$ cat src/rtl/core/slid_pkg.sv
// shared types and constants of the sorted list engine
// no dependencies
`default_nettype none

package slid_pkg;

    localparam int unsigned DATA_W   = 32;
    localparam int unsigned STATUS_W = 2;
    localparam int unsigned COUNT_W  = 5;

    localparam logic [STATUS_W-1:0] ST_INSERTED  = 2'd0;
    localparam logic [STATUS_W-1:0] ST_DELETED   = 2'd1;
    localparam logic [STATUS_W-1:0] ST_NOT_FOUND = 2'd2;
    localparam logic [STATUS_W-1:0] ST_FULL      = 2'd3;

    localparam logic KIND_INSERT = 1'b0;
    localparam logic KIND_DELETE = 1'b1;

    typedef logic signed [DATA_W-1:0] t_data;

    typedef enum logic {
        S_IDLE,
        S_EXEC
    } t_state;

    // command broadcast to every cell of the row
    typedef struct packed {
        logic  capture;    // latch compare flags against value
        logic  do_insert;  // apply an insert this cycle
        logic  do_delete;  // apply a delete this cycle
        t_data value;
    } t_cell_cmd;

endpackage

`default_nettype wire

$ cat src/rtl/core/slid_cell.sv
// one slot of the sorted row: entry, valid bit and latched compare flags
// depends on slid_pkg
`default_nettype none

module slid_cell (
    input  wire                       i_clk,
    input  wire                       i_rst_n,
    input  wire slid_pkg::t_cell_cmd  i_cmd,
    input  wire                       i_left_ge,
    input  wire slid_pkg::t_data      i_left_entry,
    input  wire                       i_left_valid,
    input  wire slid_pkg::t_data      i_right_entry,
    input  wire                       i_right_valid,
    output logic                      o_ge,
    output logic                      o_eq,
    output slid_pkg::t_data           o_entry,
    output logic                      o_valid
);

    slid_pkg::t_data r_entry;
    logic            r_valid;
    logic            r_ge;
    logic            r_eq;

    // compare flags, taken when the item is accepted
    always_ff @(posedge i_clk) begin
        if (i_cmd.capture) begin
            r_ge <= !r_valid || (r_entry >= i_cmd.value);
            r_eq <= r_valid && (r_entry == i_cmd.value);
        end
    end

    always_ff @(posedge i_clk) begin
        if (!i_rst_n) begin
            r_valid <= 1'b0;
        end else if (i_cmd.do_insert) begin
            if (i_left_ge) begin
                r_valid <= i_left_valid;
            end else if (r_ge) begin
                r_valid <= 1'b1;
            end
        end else if (i_cmd.do_delete && r_ge) begin
            r_valid <= i_right_valid;
        end
    end

    always_ff @(posedge i_clk) begin
        if (i_cmd.do_insert) begin
            if (i_left_ge) begin
                r_entry <= i_left_entry;
            end else if (r_ge) begin
                r_entry <= i_cmd.value;
            end
        end else if (i_cmd.do_delete && r_ge) begin
            r_entry <= i_right_entry;
        end
    end

    assign o_ge    = r_ge;
    assign o_eq    = r_eq;
    assign o_entry = r_entry;
    assign o_valid = r_valid;

endmodule

`default_nettype wire

$ cat src/rtl/core/sorted_list_insert_delete.sv
// top level of the sorted list engine: control, count and row of cells
// depends on slid_pkg and slid_cell
`default_nettype none

// channel   direction  handshake            payload
// input     in         i_valid / o_ready    i_kind, i_value
// result    out        o_valid / i_ready    o_status, o_entry_count
//
// each item has an accept step that latches the compares in every cell,
// then an apply step that resolves found/full and shifts the row by one slot
// the result goes to an output register, so a new item is accepted while
// the previous result waits; the apply cycle holds while that register is full
// reset clears the count, the result valid bit, the cell valid bits and the control state
// entry values need no reset since invalid cells are never used

module sorted_list_insert_delete #(
    parameter int unsigned CAPACITY = 16
) (
    input  wire                                  i_clk,
    input  wire                                  i_rst_n,
    input  wire                                  i_valid,
    output logic                                 o_ready,
    input  wire                                  i_kind,
    input  wire signed [slid_pkg::DATA_W-1:0]    i_value,
    output logic                                 o_valid,
    input  wire                                  i_ready,
    output logic [slid_pkg::STATUS_W-1:0]        o_status,
    output logic [slid_pkg::COUNT_W-1:0]         o_entry_count
);

    localparam int unsigned CW = $clog2(CAPACITY + 1);

    slid_pkg::t_state     r_state, n_state;
    logic                 r_kind;
    slid_pkg::t_data      r_value;
    logic [CW-1:0]        r_count;
    logic                 r_out_valid;
    logic [slid_pkg::STATUS_W-1:0] r_status;
    logic [slid_pkg::COUNT_W-1:0]  r_out_count;

    slid_pkg::t_cell_cmd  cmd;
    logic                 accept;
    logic                 apply;
    logic                 found;
    logic                 full;
    logic [CW-1:0]        next_count;
    logic [slid_pkg::STATUS_W-1:0] next_status;
    logic [CW+slid_pkg::COUNT_W-1:0] count_ext;

    logic                 ge_vec   [CAPACITY];
    logic [CAPACITY-1:0]  eq_vec;
    slid_pkg::t_data      entry_vec[CAPACITY];
    logic                 valid_vec[CAPACITY];

    // result register free, or being emptied this cycle
    logic                 out_free;

    assign out_free = !r_out_valid || i_ready;
    assign o_ready  = (r_state == slid_pkg::S_IDLE);
    assign accept   = i_valid && o_ready;
    assign apply    = (r_state == slid_pkg::S_EXEC) && out_free;

    // sorted row: equal entries are adjacent, and the first flag set
    // sits at the first entry not below the value
    assign found = |eq_vec;
    assign full  = (r_count >= CW'(CAPACITY));

    always_comb begin
        next_count  = r_count;
        next_status = slid_pkg::ST_NOT_FOUND;
        if (r_kind == slid_pkg::KIND_INSERT) begin
            if (full) begin
                next_status = slid_pkg::ST_FULL;
            end else begin
                next_status = slid_pkg::ST_INSERTED;
                next_count  = r_count + CW'(1);
            end
        end else if (found) begin
            next_status = slid_pkg::ST_DELETED;
            next_count  = r_count - CW'(1);
        end
    end

    // low bits of the count, zero padded for small capacities
    assign count_ext = {{slid_pkg::COUNT_W{1'b0}}, next_count};

    always_comb begin
        cmd.capture   = accept;
        cmd.do_insert = apply && (r_kind == slid_pkg::KIND_INSERT) && !full;
        cmd.do_delete = apply && (r_kind == slid_pkg::KIND_DELETE) && found;
        cmd.value     = accept ? i_value : r_value;
    end

    // control state machine
    always_ff @(posedge i_clk) begin
        if (!i_rst_n) begin
            r_state <= slid_pkg::S_IDLE;
        end else begin
            r_state <= n_state;
        end
    end

    always_comb begin
        n_state = r_state;
        case (r_state)
            slid_pkg::S_IDLE: begin
                if (accept) begin
                    n_state = slid_pkg::S_EXEC;
                end
            end
            slid_pkg::S_EXEC: begin
                if (out_free) begin
                    n_state = slid_pkg::S_IDLE;
                end
            end
            default: n_state = slid_pkg::S_IDLE;
        endcase
    end

    // held item
    always_ff @(posedge i_clk) begin
        if (accept) begin
            r_kind  <= i_kind;
            r_value <= i_value;
        end
    end

    // entry count
    always_ff @(posedge i_clk) begin
        if (!i_rst_n) begin
            r_count <= '0;
        end else if (apply) begin
            r_count <= next_count;
        end
    end

    // result register
    always_ff @(posedge i_clk) begin
        if (!i_rst_n) begin
            r_out_valid <= 1'b0;
        end else if (apply) begin
            r_out_valid <= 1'b1;
        end else if (i_ready) begin
            r_out_valid <= 1'b0;
        end
    end

    always_ff @(posedge i_clk) begin
        if (apply) begin
            r_status    <= next_status;
            r_out_count <= count_ext[slid_pkg::COUNT_W-1:0];
        end
    end

    assign o_valid       = r_out_valid;
    assign o_status      = r_status;
    assign o_entry_count = r_out_count;

    // row of cells, slot 0 holds the smallest entry
    for (genvar g = 0; g < CAPACITY; g++) begin : g_cell
        logic            left_ge;
        slid_pkg::t_data left_entry;
        logic            left_valid;
        slid_pkg::t_data right_entry;
        logic            right_valid;

        if (g == 0) begin : g_head
            assign left_ge    = 1'b0;
            assign left_entry = '0;
            assign left_valid = 1'b0;
        end else begin : g_mid
            assign left_ge    = ge_vec[g-1];
            assign left_entry = entry_vec[g-1];
            assign left_valid = valid_vec[g-1];
        end

        if (g == CAPACITY - 1) begin : g_tail
            assign right_entry = '0;
            assign right_valid = 1'b0;
        end else begin : g_body
            assign right_entry = entry_vec[g+1];
            assign right_valid = valid_vec[g+1];
        end

        slid_cell u_cell (
            .i_clk         (i_clk),
            .i_rst_n       (i_rst_n),
            .i_cmd         (cmd),
            .i_left_ge     (left_ge),
            .i_left_entry  (left_entry),
            .i_left_valid  (left_valid),
            .i_right_entry (right_entry),
            .i_right_valid (right_valid),
            .o_ge          (ge_vec[g]),
            .o_eq          (eq_vec[g]),
            .o_entry       (entry_vec[g]),
            .o_valid       (valid_vec[g])
        );
    end

endmodule

`default_nettype wire
$ cat config.mk
export PLATFORM = sky130hd
export DESIGN_NAME = sorted_list_insert_delete
export DESIGN_NICKNAME = d
export VERILOG_FILES = /design/src/rtl/core/slid_pkg.sv /design/src/rtl/core/slid_cell.sv /design/src/rtl/core/sorted_list_insert_delete.sv
export SDC_FILE = /design/constraint.sdc
export NUM_CORES = 2
export LEC_CHECK = 0
export ABC_AREA = 1
export BUFFER_PORTS_ARGS = -buffer_cell sky130_fd_sc_hd__buf_2
export CORE_MARGIN = 4
export CORE_UTILIZATION = 40
export DETAILED_ROUTE_END_ITERATION = 10
export PLACE_DENSITY = 0.61
export SLEW_MARGIN = 20
export SYNTH_ARGS = -nofsm -noshare
export SYNTH_HDL_FRONTEND = slang
export SYNTH_SLANG_ARGS = --single-unit
$ cat constraint.sdc
create_clock -name i_clk -period 7 [get_ports i_clk]
set_input_delay 0.35 -clock i_clk [delete_from_list [all_inputs] [get_ports i_clk]]
set_output_delay 0.35 -clock i_clk [all_outputs]
set_load 0.05 [all_outputs]
==> results_dict.tcl <==
set metrics [dict create \
    post_synth.cell_area_avg_um2 9.12 \
    grt_max_degree 156 \
    stdcell_count 5687 \
    filler_cell_count 9501 \
    cts_num_sinks 607 \
    total_leakage_power_nw 19.2 \
    drt_via_density 6.18 \
    ys_dominant_reg_cell "sky130_fd_sc_hd__edfxtp_1" \
    clock_tree.htree_level_count 3 \
    yosysTopAreaCell "sky130_fd_sc_hd__edfxtp_1" \
    worst_min_delay_path_startpoint "i_value[3]" \
    grt_pass1_vias 33700 \
    crit_path_end_kind "flip-flop" \
    yosys.cell_types.count 47 \
    tns_ns 0 \
    synth-seq-area-share_pct 44.7 \
    synth-xor-area-share_pct 0.0664 \
    post_cts.resized_instances 0 \
    floorplan.core_area_um2 98300 \
    netlist.area_leader.share_pct 41.9 \
    synth_mux_area_share_pct 0 \
    synth-adder-area-share_pct 15.8 \
    reg2reg_to "g_cell[4].u_cell.o_eq" \
    yosysMostFrequentCell "sky130_fd_sc_hd__nand2_1" \
    p_per_area_nw_per_um2 264 \
    synth_enable_flop_cells 552 \
    area_contributors_post_synth "sky130_fd_sc_hd__edfxtp_1 (42%), sky130_fd_sc_hd__ha_1 (16%), sky130_fd_sc_hd__nand2_1 (12%)" \
    dieHeight_um 322 \
    post-route-min-period_ns 4.96 \
    design.portCount 46 \
    critical-path-slowest-cell "sky130_fd_sc_hd__nor4_1" \
    detailed_place_hpwl_um 102000 \
    core.rowCount 115 \
    finalNetCount 4877 \
    critPathLaunchType "flip-flop" \
    clk_latency_worst_skew_pair_ns 0.65 \
    setup-violations-final 0 \
    final.setup_skew_ns 0.0345 \
    timing.critical_path.slowest_cell_delay_ns 1.15 \
    power.ir.vdd_worst_mv 0.149 \
    port_buffers 45 \
    total_routing_usage_gr_pct 28.5 \
    final_instance_area_um2 43500 \
    worst_ep_required_time_ns 7.43 \
    regToRegSetupSlack_ns 2.04 \
    crit_type "flip-flop to flip-flop" \
    initial_utilization_pct 40.2 \
    grt_antenna_before_repair 6 \
    ys_warn_count 0 \
    clk_path_buf_depth 3 \
    holdWs_ns 0.0307 \
    finalWorstSetupSlack_ns 2.04 \
    slew-limit-headroom_pct 7.91 \
    first_iter_violations 4116 \
    synth_top_family_by_area "simple AND/OR/NAND/NOR gates" \
    synth-compound-area-share_pct 15.6 \
    place.detailed.instances 5550 \
    final_design_utilization_pct 44.3 \
    fmax_mhz 201 \
    worst_hold_path.num_cells 3 \
    syn_nets 4871 \
    max_cap_violations 0 \
    rsz0062_at_grt "no" \
    mappedNetlistArea_um2 39500 \
    postRouteAntennaNets 0 \
    globalplace.congestion 0.930 \
    area_of_placed_instances_um2 41200 \
    drt_pass1_iterations 6 \
    critical_path_peak_fanout 36 \
    area.growth.synth_to_final_pct 10.0 \
    worstHoldPathType "input pin to flip-flop" \
    dr_total_vias 35200 \
    drc 0 \
    routed_wirelength_um 151000 \
    arrival_ns 5.40 \
    finalHoldViolations 0 \
    global_route_total_overflow 0 \
    clock_tree_from_tritoncts "done" \
    drive_gt1_share_pct 8.21 \
    die_width_um 322 \
    wl_per_cell_um 26.6 \
    async_reset_ff_share_pct 0 \
    first_pass_grt_wire_length_um 221000 \
    cts.hold.buffers_added 3 \
    synth_simple_gate_area_share_pct 18.1 \
    reg2reg_depth 10 \
    final.period_utilization_pct 70.9 \
    crit_family "simple AND/OR/NAND/NOR gates" \
    clk_transition_reported_paths_ns 0.06 \
    drv_slew 0 \
    ys_ff_latch 607 \
    timing.critical_path.buf_inv 3 \
    tightestPinTransition_ns 1.37 \
    number_of_buffers_created_by_cts 72 \
    netlist_top_cells_count "sky130_fd_sc_hd__nand2_1 (1278), sky130_fd_sc_hd__edfxtp_1 (552), sky130_fd_sc_hd__ha_1 (498), sky130_fd_sc_hd__o22ai_1 (425), sky130_fd_sc_hd__inv_1 (303)" \
    synthCells 4336 \
    cts.repair_timing.setup_buffer_count 0 \
    dieArea_um2 104000 \
    hold-path-endpoint "r_value[3]" \
    worstPathCellList "inv_2 > nand2_2 > inv_6 > o21ai_2 > buf_4 > ha_1 > nand2_1 > nor4_1 > nand4_1 > nor4_1" \
    place_ws_ns 2.22 \
    status "complete, no violations" \
    power_mw 11.5 \
    critical_path.most_common_cell "sky130_fd_sc_hd__nor4_1" \
    clk_root_buffer_cell "sky130_fd_sc_hd__clkbuf_16" \
    crit-reg2reg-launch "r_state" \
]
## cells by family after synthesis
kind of cell    after synthesis
simple gates               1707
compound gates              999
fa+ha+maj                   498
flops                       607
buf+inv                     522
xor+xnor                      3
## area by class of cell
| type | count | area, um2 | area share, % |
|---|---|---|---|
| Antenna cell | 2 | 5.00 | 0.0115 |
| Clock buffer | 98 | 2000 | 4.60 |
| Multi-Input combinational cell | 3207 | 19800 | 45.4 |
| Clock inverter | 32 | 256 | 0.589 |
| Tap cell | 1287 | 1610 | 3.70 |
| Inverter | 326 | 1240 | 2.84 |
| Timing Repair Buffer | 128 | 961 | 2.21 |
| Sequential cell | 607 | 17700 | 40.6 |
## layout by cell type, fill, tap and decap left out, drive strengths merged, types with 39 or more instances in the layout
cell / count
ha: 498
nor2: 164
o22ai: 454
inv: 315
nand4: 69
clkbuf: 98
nand2: 1295
clkinv: 39
nand3: 92
edfxtp: 552
a21oi: 254
buf: 125
o21ai: 170
dfxtp: 55
## how the worst max path moves through the flow
stage | from | endpoint | slack, ns | cells past startpoint
detailed placement | i_valid | g_cell[0].u_cell.o_eq | 2.22 | 14
finish | r_state | g_cell[4].u_cell.o_eq | 2.04 | 10
global placement | i_valid | g_cell[1].u_cell.o_ge | 1.85 | 13
global route | r_state | g_cell[1].u_cell.o_ge | 2.07 | 17
floorplan | o_valid | g_cell[14].u_cell.o_valid | 3.78 | 7
CTS | r_state | g_cell[0].u_cell.o_eq | 2.30 | 14
## power by group
group	internal, mW	switching (mW)
logic	0.934	2.05
clock network	2.15	1.62
registers	4.43	0.289
## per-layer routing
metal	track usage [%]	up-vias	wire length [um]
li1	-	15600	-
met1	37.9	17000	59700
met2	44.5	2106	66400
met3	5.89	438	17000
met4	14.2	4	8300
met5	0	-	21
## flip-flops by register name (all words and copies together) (netlist names)
| name | count |
|---|---|
| o_status | 2 |
| o_entry_count | 5 |
| o_valid | 1 |
| r_state | 1 |
| r_count | 5 |
| r_value | 32 |
| g_cell.u_cell.o_valid | 16 |
| g_cell.u_cell.o_entry | 512 |
| g_cell.u_cell.o_eq | 16 |
| r_kind | 1 |
| g_cell.u_cell.o_ge | 16 |
## worst reg2reg max path, delay by kind of cell, from the launching register on
family / cells / cell delay [ns]
simple gates: 5 / 2.66
fa+ha+maj: 1 / 0.18
flops: 1 / 0.36
compound gates: 1 / 0.74
buf+inv: 3 / 0.85
(Power assumes the default switching activity.)
